==> config.mk <==
export PLATFORM = sky130hd
export DESIGN_NAME = calendar_time_normalizer
export DESIGN_NICKNAME = d
export VERILOG_FILES = /design/src/hdl/ctn_pkg.sv /design/src/hdl/ctn_mod7.sv /design/src/hdl/calendar_time_normalizer.sv
export SDC_FILE = /design/constraint.sdc
export NUM_CORES = 1
export LEC_CHECK = 0
export ABC_AREA = 0
export BUFFER_PORTS_ARGS = -buffer_cell sky130_fd_sc_hd__buf_2
export CAP_MARGIN = 40
export CORE_MARGIN = 3
export CORE_UTILIZATION = 55
export DETAILED_ROUTE_END_ITERATION = 10
export PLACE_DENSITY = 0.72
export SLEW_MARGIN = 20
export SYNTH_ARGS = -nofsm -noshare
export SYNTH_HDL_FRONTEND = slang
export SYNTH_HIERARCHICAL = 1
export SYNTH_SLANG_ARGS = --single-unit
==> constraint.sdc <==
create_clock -name clk -period 7.1 [get_ports clk]
set_clock_uncertainty 0.1 [all_clocks]
set_input_delay 1.42 -clock clk [delete_from_list [all_inputs] [get_ports clk]]
set_output_delay 1.42 -clock clk [all_outputs]
set_load 0.1 [all_outputs]
==> src/hdl/ctn_pkg.sv <==
// ----------------------------------------------------------------------------
// ctn_pkg
// Types, constants and table functions shared by the calendar time
// normalizer, its weekday reduction unit and its checker.
// ----------------------------------------------------------------------------
package ctn_pkg;

  localparam logic [15:0] MIN_YEAR   = 16'd1900;
  localparam logic [7:0]  MONTH_MAX  = 8'd11;
  localparam logic [7:0]  HOUR_MAX   = 8'd23;
  localparam logic [7:0]  MINUTE_MAX = 8'd59;
  localparam logic [7:0]  SECOND_MAX = 8'd59;
  localparam logic [3:0]  MONTH_FEB  = 4'd1;
  localparam logic [4:0]  FEB_LEAP_LEN = 5'd29;

  // Division by 100 is done as (y / 4) / 25, with 1/25 taken as 5243 / 2^17.
  // The quarter year is below 2^14, where this reciprocal is exact.
  localparam int unsigned QUARTER_W = 14;
  localparam int unsigned RECIP_W   = 13;
  localparam int unsigned PROD_W    = QUARTER_W + RECIP_W;
  localparam int unsigned RECIP_SHIFT = 17;
  localparam int unsigned CENT_W    = PROD_W - RECIP_SHIFT;
  localparam logic [RECIP_W-1:0] RECIP_25 = 13'd5243;

  // Width of the weekday congruence sum before reduction modulo 7.
  localparam int unsigned SUM_W = 17;

  typedef struct packed {
    logic [15:0] year_in;
    logic [7:0]  month_in;
    logic [7:0]  day_in;
    logic [7:0]  hour_in;
    logic [7:0]  minute_in;
    logic [7:0]  second_in;
  } date_in_t;

  typedef struct packed {
    logic [15:0] year_out;
    logic [3:0]  month_out;
    logic [4:0]  day_out;
    logic [4:0]  hour_out;
    logic [5:0]  minute_out;
    logic [5:0]  second_out;
    logic [2:0]  weekday_out;
  } date_out_t;

  // Days in a month of a common year, month zero-based.
  function automatic logic [4:0] month_base_len(input logic [3:0] month);
    logic [4:0] len;
    case (month)
      4'd1:    len = 5'd28;
      4'd3:    len = 5'd30;
      4'd5:    len = 5'd30;
      4'd8:    len = 5'd30;
      4'd10:   len = 5'd30;
      default: len = 5'd31;
    endcase
    return len;
  endfunction

  // Month term of the congruence: 2m + 6(m+1)/10, where January and
  // February count as months 13 and 14.
  function automatic logic [5:0] month_offset(input logic [3:0] month);
    logic [5:0] ofs;
    case (month)
      4'd0:    ofs = 6'd34;
      4'd1:    ofs = 6'd37;
      4'd2:    ofs = 6'd8;
      4'd3:    ofs = 6'd11;
      4'd4:    ofs = 6'd13;
      4'd5:    ofs = 6'd16;
      4'd6:    ofs = 6'd18;
      4'd7:    ofs = 6'd21;
      4'd8:    ofs = 6'd24;
      4'd9:    ofs = 6'd26;
      4'd10:   ofs = 6'd29;
      default: ofs = 6'd31;
    endcase
    return ofs;
  endfunction

endpackage

==> src/hdl/ctn_mod7.sv <==
// ----------------------------------------------------------------------------
// ctn_mod7
// Reduces the weekday congruence sum modulo 7 by folding octal digits.
// ----------------------------------------------------------------------------
module ctn_mod7 (
  input  logic [ctn_pkg::SUM_W-1:0] value,
  output logic [2:0]                rem
);

  logic [5:0] fold1;
  logic [3:0] fold2;

  // Since 8 is 1 modulo 7, the sum of the octal digits keeps the residue.
  always_comb begin
    fold1 = 6'(value[2:0]) + 6'(value[5:3]) + 6'(value[8:6])
          + 6'(value[11:9]) + 6'(value[14:12]) + 6'(value[16:15]);
    fold2 = 4'(fold1[5:3]) + 4'(fold1[2:0]);
    if (fold2 >= 4'd7) begin
      rem = 3'(fold2 - 4'd7);
    end else begin
      rem = fold2[2:0];
    end
  end

endmodule

==> src/hdl/calendar_time_normalizer.sv <==
// ----------------------------------------------------------------------------
// calendar_time_normalizer
// Clamps a date-time to valid ranges and computes its day of the week.
// ----------------------------------------------------------------------------
// Usage:
//   A transaction enters when start is high and busy is low; item carries
//   year, zero-based month, day, hour, minute and second. busy is high only
//   while rst is held, so a new item can be started in every cycle.
//   Each result appears on result for one cycle with done high, once it
//   has passed all stages; results leave in the order items entered.
//   The receiver cannot stall the block, and nothing here stalls either.
//   Sustained rate is one item per cycle. The five stages are: clamping,
//   the two divide-by-100 reciprocal multiplies, the leap-year test with
//   day clamp and year terms, the congruence sum, and its modulo-7 fold.
//   Reset clears the valid bits of all stages, so items in flight are
//   dropped and done stays low until new items come out.
// ----------------------------------------------------------------------------
module calendar_time_normalizer (
  input  logic               clk,
  input  logic               rst,
  input  logic               start,
  output logic               busy,
  input  ctn_pkg::date_in_t  item,
  output logic               done,
  output ctn_pkg::date_out_t result
);

  logic [4:0] vld;

  // Stage 1: clamped fields and congruence year.
  logic [15:0] year1, yz1;
  logic [3:0]  month1;
  logic [7:0]  day1;
  logic [4:0]  hour1;
  logic [5:0]  minute1, second1;
  logic [15:0] year_c;
  logic [3:0]  month_c;

  // Stage 2: centuries of both years and month term.
  logic [15:0] year2, yz2;
  logic [3:0]  month2;
  logic [7:0]  day2;
  logic [4:0]  hour2;
  logic [5:0]  minute2, second2;
  logic [5:0]  moff2;
  logic [ctn_pkg::CENT_W-1:0] qy2, qz2;
  logic [ctn_pkg::PROD_W-1:0] prod_y, prod_z;

  // Stage 3: clamped day and year terms of the congruence.
  logic [15:0] year3;
  logic [3:0]  month3;
  logic [4:0]  day3;
  logic [4:0]  hour3;
  logic [5:0]  minute3, second3;
  logic [5:0]  moff3;
  logic [ctn_pkg::SUM_W-1:0] ysum3;
  logic [ctn_pkg::QUARTER_W-1:0] cent25;
  logic div100, div400, leap;
  logic [4:0] mlen, day_c;
  logic [ctn_pkg::SUM_W-1:0] ysum_c;

  // Stage 4: full congruence sum.
  logic [15:0] year4;
  logic [3:0]  month4;
  logic [4:0]  day4;
  logic [4:0]  hour4;
  logic [5:0]  minute4, second4;
  logic [ctn_pkg::SUM_W-1:0] total4;

  logic [2:0] weekday_c;

  assign busy = rst;

  always_ff @(posedge clk) begin
    if (rst) begin
      vld <= '0;
    end else begin
      vld <= {vld[3:0], start};
    end
  end

  always_comb begin
    year_c  = (item.year_in < ctn_pkg::MIN_YEAR) ? ctn_pkg::MIN_YEAR : item.year_in;
    month_c = (item.month_in > ctn_pkg::MONTH_MAX) ? ctn_pkg::MONTH_MAX[3:0]
                                                  : item.month_in[3:0];
  end

  always_ff @(posedge clk) begin
    year1   <= year_c;
    // January and February belong to the previous year; the year is at
    // least 1900 here, so the decrement never wraps.
    yz1     <= (month_c < 4'd2) ? year_c - 16'd1 : year_c;
    month1  <= month_c;
    day1    <= item.day_in;
    hour1   <= (item.hour_in > ctn_pkg::HOUR_MAX) ? ctn_pkg::HOUR_MAX[4:0]
                                                 : item.hour_in[4:0];
    minute1 <= (item.minute_in > ctn_pkg::MINUTE_MAX) ? ctn_pkg::MINUTE_MAX[5:0]
                                                     : item.minute_in[5:0];
    second1 <= (item.second_in > ctn_pkg::SECOND_MAX) ? ctn_pkg::SECOND_MAX[5:0]
                                                     : item.second_in[5:0];
  end

  always_comb begin
    prod_y = ctn_pkg::PROD_W'(year1[15:2]) * ctn_pkg::PROD_W'(ctn_pkg::RECIP_25);
    prod_z = ctn_pkg::PROD_W'(yz1[15:2]) * ctn_pkg::PROD_W'(ctn_pkg::RECIP_25);
  end

  always_ff @(posedge clk) begin
    year2   <= year1;
    yz2     <= yz1;
    month2  <= month1;
    day2    <= day1;
    hour2   <= hour1;
    minute2 <= minute1;
    second2 <= second1;
    moff2   <= ctn_pkg::month_offset(month1);
    qy2     <= prod_y[ctn_pkg::PROD_W-1:ctn_pkg::RECIP_SHIFT];
    qz2     <= prod_z[ctn_pkg::PROD_W-1:ctn_pkg::RECIP_SHIFT];
  end

  always_comb begin
    cent25 = ctn_pkg::QUARTER_W'({qy2, 4'b0000}) + ctn_pkg::QUARTER_W'({qy2, 3'b000})
           + ctn_pkg::QUARTER_W'(qy2);
    // A year is a multiple of 100 when it is a multiple of 4 whose quarter
    // is a multiple of 25.
    div100 = (year2[1:0] == 2'b00) && (year2[15:2] == cent25);
    div400 = div100 && (qy2[1:0] == 2'b00);
    leap   = ((year2[1:0] == 2'b00) && !div100) || div400;
    if ((month2 == ctn_pkg::MONTH_FEB) && leap) begin
      mlen = ctn_pkg::FEB_LEAP_LEN;
    end else begin
      mlen = ctn_pkg::month_base_len(month2);
    end
    day_c  = (day2 > 8'(mlen)) ? mlen : day2[4:0];
    ysum_c = ctn_pkg::SUM_W'(yz2) + ctn_pkg::SUM_W'(yz2[15:2])
           + ctn_pkg::SUM_W'(qz2[ctn_pkg::CENT_W-1:2]) - ctn_pkg::SUM_W'(qz2);
  end

  always_ff @(posedge clk) begin
    year3   <= year2;
    month3  <= month2;
    day3    <= day_c;
    hour3   <= hour2;
    minute3 <= minute2;
    second3 <= second2;
    moff3   <= moff2;
    ysum3   <= ysum_c;
  end

  always_ff @(posedge clk) begin
    year4   <= year3;
    month4  <= month3;
    day4    <= day3;
    hour4   <= hour3;
    minute4 <= minute3;
    second4 <= second3;
    total4  <= ysum3 + ctn_pkg::SUM_W'(day3) + ctn_pkg::SUM_W'(moff3)
             + ctn_pkg::SUM_W'(1);
  end

  ctn_mod7 u_mod7 (
    .value (total4),
    .rem   (weekday_c)
  );

  always_ff @(posedge clk) begin
    result.year_out    <= year4;
    result.month_out   <= month4;
    result.day_out     <= day4;
    result.hour_out    <= hour4;
    result.minute_out  <= minute4;
    result.second_out  <= second4;
    result.weekday_out <= weekday_c;
  end

  assign done = vld[4];

endmodule

Word-level counts from Yosys, hierarchy flattened

Memory sizes are Yosys's and may differ from the RTL's. A register that Yosys moved wholly into a read port is not among the register bits.
Index checks and enable logic that the tools add are counted.

Eq/ne operators: 6
Multipliers: 2
Add/sub/neg operators: 16
Muxes and demuxes: 7
Order comparisons: 8
Reduce and logical (&&, ||, !) cells: 9

Operators by type and width:

| kind                     | count |
|---|---|
| $mul A14 B13 Y27 const B | 2 |
| $mux W16                 | 2 |
| $add A6 B3 Y6            | 3 |
| $add A16 B14 Y17         | 1 |
| $add A17 B1 Y17 const B  | 1 |
| $add A17 B5 Y17          | 1 |
| $add A17 B6 Y17          | 1 |
| $add A17 B8 Y17          | 1 |
| $sub A17 B10 Y17         | 1 |
| $gt A8 B6 Y1 const B     | 2 |
| $lt A16 B11 Y1 const B   | 1 |
| $sub A16 B1 Y16 const B  | 1 |
| $add A14 B10 Y14         | 1 |
| $add A14 B13 Y14         | 1 |
| $eq A14 B14 Y1           | 1 |
| $add A3 B3 Y4            | 2 |
| $eq A4 B4 Y1 const B     | 2 |
| $gt A8 B4 Y1 const B     | 1 |
| $gt A8 B5 Y1             | 1 |
| $gt A8 B5 Y1 const B     | 1 |
| $add A6 B2 Y6            | 1 |
| $mux W5                  | 1 |
| $eq A4 B1 Y1 const B     | 1 |
| $eq A4 B2 Y1 const B     | 1 |
| other kinds (13)         | 17 |

Memories: 1
Bits in registers: 316
Word-level logic and storage cells: 88
Bits in read-only memories: 96
Input port bits: 59
Output and inout bits: 47

Memories:

| memory          | depth | bits a word | read ports | clocked after Yosys merged registers in | write ports | line          | RTL |
|---|---|---|---|---|---|---|---|
| (no name shown) | 16    | 6           | 1          | 1                                       | 0           | ctn_pkg.sv:65 | `case (month)` |

Longest topological paths before layout

Gate-level depths: netlist (run 1).

Depth in word-level cells: 11
Mapped depth: 20
Gate-level depth less buffers: 20

Cells and area by module

Netlist (run 1), hierarchy kept.

Modules (own cells, without submodules):

| module                   | cells each | seq. area each (sq um) | area an instance (sq um) | instances |
|---|---|---|---|---|
| calendar_time_normalizer | 1443       | 6446.2                 | 16460.8                  | 1 |
| ctn_mod7                 | 69         | 0.0                    | 610.6                    | 1 |

Worst setup path after synthesis (run 1)

OpenSTA, ideal clock, no wires.

Kind: reg-to-reg
From: register yz1[14]
To: register qz2[9] (netlist name)
Clock period less this slack: 4.978 ns
Stages on the path, launching flop included: 17
Data arrival time: 4.762 ns
Buffers on the path: 0
Setup slack: 2.122 ns
Path through: dfxtp_1 > ha_1 > inv_1 > fa_1 > fa_1 > inv_1 > fa_1 > fa_1 > ha_1 > and4_1 > a221oi_1 > o21ai_0 > o31a_1 > a21oi_1 > o311ai_1 > a2111o_1 > o211a_1

Cells in the longest elaborated chain, start to end: 1

RTL lines:

| what                   | line                            | RTL |
|---|---|---|
| start, declared        | calendar_time_normalizer.sv:31  | `logic [15:0] year1, yz1;` |
| start signal, assigned | calendar_time_normalizer.sv:92  | `yz1 <= (month_c < 4'd2) ? year_c - 16'd1 : year_c;` |
| $mul A14 B13 Y27       | calendar_time_normalizer.sv:105 | `prod_z = ctn_pkg::PROD_W'(yz1[15:2]) * ctn_pkg::PROD_W'(ctn_pkg::RECIP_25);` |
| net prod_z (one bit)   | calendar_time_normalizer.sv:47  | `logic [ctn_pkg::PROD_W-1:0] prod_y, prod_z;` |
| end signal, assigned   | calendar_time_normalizer.sv:118 | `qz2 <= prod_z[ctn_pkg::PROD_W-1:ctn_pkg::RECIP_SHIFT];` |
| end, declared          | calendar_time_normalizer.sv:46  | `logic [ctn_pkg::CENT_W-1:0] qy2, qz2;` |

The timed path passes the listed nets, and every way through them passes these cells.
A chain may end at the register's enable or synchronous reset.

Final worst setup path (run 1)

Same ends and word-level chain as after synthesis.

==> run summary, run 1 <==
outcome: complete, no violations
f_max: 183 MHz
Slew headroom: 0.627
Critical-path top delay cell: dfxtp_1
Total GRT Usage: 0.185
register area share after synthesis: 0.378
worst slew pin tran: 0.546 ns
Die Wd: 182 um
synth cell count leaders: inv_1, dfxtp_1, ha_1, fa_1, xnor2_1
Synth Area in XOR/XNOR: 0.0431
top_reg_cell synth: dfxtp_1
top-count cell post-synth: inv_1
crit-path cells: ha_1, inv_1, fa_1, fa_1, inv_1, fa_1, fa_1, ha_1, and4_1, a221oi_1, o21ai_0, o31a_1, a21oi_1, o311ai_1, a2111o_1, o211a_1
hold slack: 0.223 ns
final hold viol count: 0
hpwl dp: 24500 um
complex-gate fraction of the synthesized area: 0.0513
Crit path top cell by count: fa_1
Hold Buf Count CTS: 0
port bufs: 105
number of diodes: 0
HP Class: reg2reg
Mapped Area: 0.0171 mm^2
Yosys cell types: 58
row cnt: 63
Worst Path Max Fanout: 8
Synth Area in Simple Gates: 0.0627
Worst Path Arrival: 5.79 ns
Crit Path Category: reg2reg
starting density of the core: 0.567
CP endpoint kind: flip-flop
Largest regs: result x45, total4 x17, ysum3 x17
Worst Hold Depth: 0
CTS tree: built
cts repair resizes: 0
share of cells above drive strength 1: 0.110
Clock Tree Buf Depth: 3
busiest grt layer: met2
Fill cells: 2357
R2R setup slack: 1.63 ns
drc violations: 0
share of flip-flops with an asynchronous set or reset: 0
Min-Delay Endpoint: minute4[5]
Avg WL per Cell: 14.3 um
full die area: 0.0332 mm^2
Final nets: 2130
RSZ-0062 raised after global routing: no
H-tree depth: 1
Req. time, crit path: 7.42 ns
I/O pin count: 106
Crit. Startpoint: yz1[14]
adder-cell share of the synthesized area: 0.387
total CTS buffers: 31
syn_nets: 1999
setup TNS: 0 ns
Clock Sinks: 322
first-pass GRT wire length: 50600 um
final WL: 29400 um
Largest stage delay, worst path: 0.54 ns
Layout area overhead: 12.9%
Yosys top cell area share: 0.378
synthesized flop and latch total: 322
Post-synth EDFFs: 0
max FFs per register: 45
chip height: 182 um
vias in the first global route: 10726
Post-CTS Repair Setup Buffers: 0
reg2reg path depth: 16
Max Cap Viol: 0
minimum clock period: 5.47 ns
area leader, netlist: dfxtp_1
Synth area leaders: dfxtp_1, fa_1, ha_1
Top reg by flops: result
post-route ant nets: 0
met2 Resource Use GR: 0.331
initial antenna violation count: 0
Syn Area/Cell: 11.3 um^2
max-slew violations: 0
RePlAce Congestion: 0.848
FF-to-FF End: qz2[9]
min-delay src: minute3[5]
fin area: 0.0193 mm^2
Setup crit start kind: flip-flop
Avg Vias per Cell: 4.85
largest net degree at the start of global routing: 17
setup violators final: 0
met1 Track Usage GR: 0.243
drt first pass iters: 4
met3 Usage GRT: 0.0215
initial DRC count: 281
clock slew at reported path FFs: 0.06 ns
Post-Syn Instances: 1512
mux cell area share after synthesis: 0.00279
post-route clock period utilization: 0.771
gr ovfl total: 0
YS warnings: 6
CTS root buf: clkbuf_16
FF-to-FF Start: yz1[14]
Placed Area: 0.0181 mm^2
via count: 9979
CORE AREA: 0.0301 mm^2
largest family of logic cells by synthesized area: adder cells
worst skew pair latency: 0.55 ns
-- how the worst max path moves through the flow --
stage	endpoint	slack, ns	depth (start not counted)
6_report	qz2[9]	1.63	16
5_1_grt	qz2[9]	1.31	16
4_1_cts	qz2[9]	1.61	16
3_5_place_dp	qz2[9]	1.64	16
3_3_place_gp	qz2[9]	1.73	16
2_1_floorplan	qz2[9]	2.12	16
-- final cells by class --
cell class | instances | area [um^2] | area share
inverters | 335 | 1260 | 0.0653
multi-input cells | 846 | 9330 | 0.484
flip-flops and latches | 322 | 6450 | 0.335
well taps | 390 | 488 | 0.0253
repair buffers | 107 | 534 | 0.0277
clock buffers | 34 | 797 | 0.0414
clock inverters | 23 | 417 | 0.0216
-- cells in the final DEF, fill, tap and decap left out, drive strengths merged, types with 5 or more instances in the layout --
cell and count:
fa 166, or3 12, nor4 6, xnor2 51
dfxtp 322, and3 11, nand3 13, and4 6
nor3 18, nor2b 10, o21ai 23, inv 337
clkbuf 34, xor2 33, o21a 6, nand2b 16
a211oi 8, nand4 9, nor2 38, a2111oi 5
ha 262, and2 5, nand2 38, a21o 14
bufinv 11, buf 107, or2 11, a21oi 42
clkinv 7
-- layer usage --
metal / vias to the layer above / part of all wire / wire length [um]
met5: - / 0 / 0
met4: 0 / 0.016 / 464
met3: 35 / 0.031 / 903
met2: 124 / 0.50 / 14700
met1: 4748 / 0.45 / 13300
li1: 5072 / - / -
-- logic make-up after synthesis --
family          count (synthesis)
buf+inv                       344
simple gates                  198
xor+xnor                       84
fa+ha+maj                     428
flops                         322
compound gates                132
mux                             4
-- stage by stage --
stage          utilization  instances  setup slack [ns]
2_1_floorplan            -       1512              2.12
3_3_place_gp         0.599       1998              1.73
3_5_place_dp         0.600       2000              1.64
4_1_cts              0.640       2057              1.61
5_1_grt              0.640       2057              1.31
6_report             0.640       2057              1.63
-- worst max-delay path: cells and delay by family, from the launching register on --
family	cells	cell delay (ns)
flip-flops	1	0.54
buffers and inverters	2	0.13
adder cells (fa/ha/maj)	6	2.61
AO/OA/AOI/OAI	7	1.77
AND/OR/NAND/NOR	1	0.24
Power of run 1 is left out: the tool's default activity adds up to more than one toggle a clock period on the data nets, which glitch-free logic cannot reach.
==> inputs of run 2 (changes only) <==
--- a/config.mk
+++ b/config.mk
@@ -11,7 +11,7 @@
 export CORE_MARGIN = 3
 export CORE_UTILIZATION = 55
 export DETAILED_ROUTE_END_ITERATION = 10
-export PLACE_DENSITY = 0.72
+export PLACE_DENSITY = 0.75
 export SLEW_MARGIN = 20
 export SYNTH_ARGS = -nofsm -noshare
 export SYNTH_HDL_FRONTEND = slang
==> constraint.sdc (replaced) <==
create_clock -name clk -period 4.5 [get_ports clk]
set_clock_uncertainty 0.1 [all_clocks]
set_input_delay 0.9 -clock clk [delete_from_list [all_inputs] [get_ports clk]]
set_output_delay 0.9 -clock clk [all_outputs]
set_load 0.1 [all_outputs]
==> run summary, run 2 (same netlist as run 1, synthesis figures left out) <==
Worst Path Arrival: 5.35 ns (-0.44 ns)
final WL: 33500 um (+14%)
total CTS buffers: 31 (unchanged)
most frequent cells in the layout: inv_1, dfxtp_1, ha_1
largest net degree at the start of global routing: 17 (unchanged)
starting density of the core: 0.567 (unchanged)
drt first pass iters: 5 (+1)
Largest regs: result x45, total4 x17, ysum3 x17
final hold viol count: 0 (unchanged)
number of diodes: 0 (unchanged)
full die area: 0.0332 mm^2 (unchanged)
Setup WS post-layout: -0.484 ns (-2.11 ns)
Hold Buf Count CTS: 0 (unchanged)
setup violators final: 17 (+17)
worst skew pair latency: 0.57 ns (+0.02 ns)
Clock Tree Buf Depth: 3 (unchanged)
RePlAce Congestion: 0.880 (+3.8%)
minimum clock period: 4.98 ns (-0.490 ns)
Slew headroom: 0.485 (-0.142)
Die Wd: 182 um (unchanged)
port bufs: 105 (unchanged)
post-route clock period utilization: 1.11 (+0.337)
row cnt: 63 (unchanged)
final core occ: 0.689 (+0.0494)
initial DRC count: 479 (+70%)
share of cells above drive strength 1: 0.234 (+0.124)
worst slew pin tran: 0.768 ns (+0.222 ns)
Max Cap Viol: 0 (unchanged)
Setup crit start kind: flip-flop
storage element area: 0.00651 mm^2 (+1.0%)
via count: 10865 (+8.9%)
HP Class: reg2reg
outcome: finished, violations left
Req. time, crit path: 4.86 ns (-2.56 ns)
post-route ant nets: 0 (unchanged)
Clock Sinks: 322 (unchanged)
H-tree depth: 1 (unchanged)
Cells after DPL: 2108 (+5.4%)
drc violations: 0 (unchanged)
Worst Path Max Fanout: 3 (-5)
Crit Path Category: reg2reg
Final nets: 2250 (+5.6%)
max-slew violations: 0 (unchanged)
chip height: 182 um (unchanged)
f_max: 201 MHz (+9.8%)
first-pass GRT wire length: 55000 um (+8.7%)
CORE AREA: 0.0301 mm^2 (unchanged)
hpwl dp: 26300 um (+7.3%)
gr ovfl total: 0 (unchanged)
CP endpoint kind: flip-flop
commonest non-fill, non-tap cell in the layout: inv_1
Top reg by flops: result
clock slew at reported path FFs: 0.07 ns (about the same)
Post-Layout Cell Count: 2178 (+5.9%)
I/O pin count: 106 (unchanged)
vias in the first global route: 11767 (+9.7%)
RSZ-0062 raised after global routing: yes
Avg WL per Cell: 15.4 um (+7.7%)
Avg Vias per Cell: 4.99 (+2.8%)
CTS tree: built
Fill cells: 2129 (-9.7%)
initial antenna violation count: 0 (unchanged)
Total GRT Usage: 0.201 (+0.0163)
Layout area overhead: 21.6%
setup TNS: -4.39 ns (-4.39 ns)
failing checks: negative setup slack
CTS root buf: clkbuf_16
max FFs per register: 45 (unchanged)
footprint of the multi-input gates: 0.00987 mm^2 (+5.8%)
## run 2: worst max-delay path: stages, from the launching register on
cell and delay, ns:
dfxtp_4 0.36, ha_1 0.33, inv_2 0.08, fa_1 0.43
fa_1 0.50, inv_1 0.05, fa_1 0.53, fa_1 0.43
ha_1 0.32, and4_4 0.21, a221oi_2 0.23, o21ai_1 0.09
o31a_1 0.34, a21oi_4 0.21, o311ai_4 0.12, a2111o_1 0.43
o211a_1 0.13
## run 2: routing by layer
layer	routed length (um)	up-vias	global-route usage
li1	-	5312	-
met4	823	0	0.0548
met5	0	-	0
met2	17600	207	0.373
met3	1420	65	0.0245
met1	13700	5281	0.246
## run 2: cell type report
cell class | instances | share of cell area
Timing Repair Buffer | 227 | 0.0717
Clock inverter | 17 | 0.0122
Inverter | 335 | 0.0606
Multi-Input combinational cell | 846 | 0.476
Sequential cell | 322 | 0.314
Clock buffer | 41 | 0.0426
Tap cell | 390 | 0.0235
## run 2: final timing paths
check,slack (ns),startpoint,to,depth (start not counted)
setup / recovery,-0.48,yz1[11],qz2[9],16
hold / removal,0.22,year1[0],year2[0],0
setup reg to reg,-0.48,yz1[11],qz2[9],16
hold reg to reg,0.22,year1[0],year2[0],0
## run 2: what timing repair did
action                                  CTS  global route
endpoints found under the setup margin   20            24
gates resized for setup                  58            81
setup buffers                             9             8
pin swaps                                43            68
## run 2: through the flow
stage,instance area [um^2],setup slack (ns),hold slack (ns)
2_1_floorplan,17100,-0.281,0.210
3_3_place_gp,19000,-0.389,0.210
3_5_place_dp,19000,-0.474,0.212
4_1_cts,20400,-0.418,0.225
5_1_grt,20800,-0.609,0.229
6_report,20800,-0.484,0.221
Power of run 2 is left out for the same reason.
==> inputs of run 3 (changes only) <==
--- a/config.mk
+++ b/config.mk
@@ -12,6 +12,7 @@
 export CORE_UTILIZATION = 55
 export DETAILED_ROUTE_END_ITERATION = 10
 export PLACE_DENSITY = 0.75
+export SETUP_SLACK_MARGIN = 0.2
 export SLEW_MARGIN = 20
 export SYNTH_ARGS = -nofsm -noshare
 export SYNTH_HDL_FRONTEND = slang
==> run summary, run 3 (same netlist as run 1, synthesis figures left out) <==
Total GRT Usage: 0.200 (-0.00122)
minimum clock period: 4.84 ns (-0.148 ns)
Slew headroom: 0.481 (-0.00369)
via count: 10701 (-1.5%)
gr ovfl total: 0 (unchanged)
Avg Vias per Cell: 4.93 (-1.2%)
Die Wd: 182 um (unchanged)
row cnt: 63 (unchanged)
max-slew violations: 0 (unchanged)
share of cells above drive strength 1: 0.237 (+0.00330)
port bufs: 105 (unchanged)
starting density of the core: 0.567 (unchanged)
final WL: 32800 um (-2.1%)
Worst Path Arrival: 5.17 ns (-0.18 ns)
RePlAce Congestion: 0.882 (+0.25%)
vias in the first global route: 11739 (-0.24%)
Layout area overhead: 21.5% (about the same)
I/O pin count: 106 (unchanged)
Largest stage delay, worst path: 0.53 ns (about the same)
CTS tree: built
chip height: 182 um (unchanged)
CP endpoint kind: flip-flop
crit-path cells: ha_4, inv_2, fa_1, inv_2, fa_1, inv_1, fa_1, fa_1, inv_2, ha_4, and4_4, a221oi_2, o21ai_1, o31a_1, a21oi_2, o311ai_2, a2111o_1, o211a_1
largest net degree at the start of global routing: 17 (unchanged)
initial antenna violation count: 1 (+1)
outcome: finished, violations left
Fill cells: 2136 (+0.33%)
first-pass GRT wire length: 54500 um (-0.77%)
Max Cap Viol: 0 (unchanged)
full die area: 0.0332 mm^2 (unchanged)
storage element area: 0.00653 mm^2 (+0.23%)
max FFs per register: 45 (unchanged)
post-route clock period utilization: 1.07 (-0.0328)
HP Class: reg2reg
Final nets: 2243 (-0.31%)
clock slew at reported path FFs: 0.07 ns (about the same)
setup violators final: 18 (+1)
RSZ-0062 raised after global routing: yes
total CTS buffers: 30 (-3.2%)
final hold viol count: 0 (unchanged)
Hold Buf Count CTS: 0 (unchanged)
worst slew pin tran: 0.773 ns (+0.00551 ns)
footprint of the multi-input gates: 0.00995 mm^2 (+0.79%)
f_max: 207 MHz (+3.1%)
Critical-path top delay cell: fa_1
drc violations: 0 (unchanged)
Crit. Startpoint: yz1[10]
Avg WL per Cell: 15.1 um (-1.8%)
final core occ: 0.689 (about the same)
post-route ant nets: 0 (unchanged)
Setup crit start kind: flip-flop
Clock Tree Buf Depth: 3 (unchanged)
Clock Sinks: 322 (unchanged)
worst skew pair latency: 0.55 ns (-0.02 ns)
Setup WS post-layout: -0.336 ns (+0.148 ns)
Top reg by flops: result
min-delay src: year3[13]
FF-to-FF Start: yz1[10]
CTS root buf: clkbuf_16
hpwl dp: 25600 um (-2.6%)
Post-Layout Cell Count: 2171 (-0.32%)
Req. time, crit path: 4.84 ns (-0.02 ns)
Crit Path Category: reg2reg
CORE AREA: 0.0301 mm^2 (unchanged)
commonest non-fill, non-tap cell in the layout: inv_1
most frequent cells in the layout: inv_1, dfxtp_1, ha_1
initial DRC count: 397 (-17%)
Worst Path Max Fanout: 4 (+1)
H-tree depth: 1 (unchanged)
Crit path top cell by count: fa_1
Largest regs: result x45, total4 x17, ysum3 x17
Cells after DPL: 2092 (-0.76%)
drt first pass iters: 4 (-1)
hold slack: 0.222 ns (+0.000977 ns)
failing checks: negative setup slack
run 3: changes by cell type in the layout (fill, tap and decap cells not counted), sizes merged:
cell      previous run  this run
inv                339       337
buf                227       221
bufinv               5         4
diode                0         1
clkinvlp             2         3
clkbuf              41        38
clkinv               6         9
run 3: final cells by class:
| type | count | area share |
|---|---|---|
| timing repair buffer | 221 | 0.0695 |
| inverter | 335 | 0.0608 |
| tap | 390 | 0.0235 |
| antenna | 1 | 0.000121 |
| multi-input combinational | 846 | 0.480 |
| clock inverter | 18 | 0.0112 |
| sequential | 322 | 0.315 |
| clock buffer | 38 | 0.0406 |
run 3: path summary, 6_finish.rpt:
kind | slack, ns | cells past startpoint | endpoint
setup reg to reg | -0.34 | 18 | qz2[9]
hold reg to reg | 0.22 | 0 | year4[13]
hold / removal | 0.22 | 0 | year4[13]
setup / recovery | -0.34 | 18 | qz2[9]
run 3: repair_timing:
action | in CTS | in global routing
gates resized for setup | 68 | 63
pin swaps | 54 | 43
endpoints found under the setup margin | 22 | 23
buffers inserted | 8 | 14
run 3: worst max-delay path: cells and delay by family (launching register included):
kind                     cells  cell delay [ns]
AO/OA/AOI/OAI                7             1.47
AND/OR/NAND/NOR              1             0.19
flip-flops                   1             0.37
buffers and inverters        4             0.17
adder cells (fa/ha/maj)      6             2.41
run 3: per-layer routing:
layer	vias up	routed length [um]	part of all wire	global-route usage
met5	-	0	0	0
met4	0	905	0.028	0.0582
met3	57	1230	0.037	0.0247
met2	155	17100	0.52	0.373
met1	5197	13500	0.41	0.242
li1	5292	-	-	-
run 3: per-stage QoR:
step	setup WS [ns]	cell area [um^2]	setup TNS [ns]
detailed placement	-0.532	18900	-4.53
global route	-0.506	20700	-6.83
finish	-0.336	20700	-3.47
CTS	-0.489	20400	-3.69
global placement	-0.443	18900	-3.40
floorplan	-0.280	17200	-0.632
Power of run 3 is left out for the same reason.
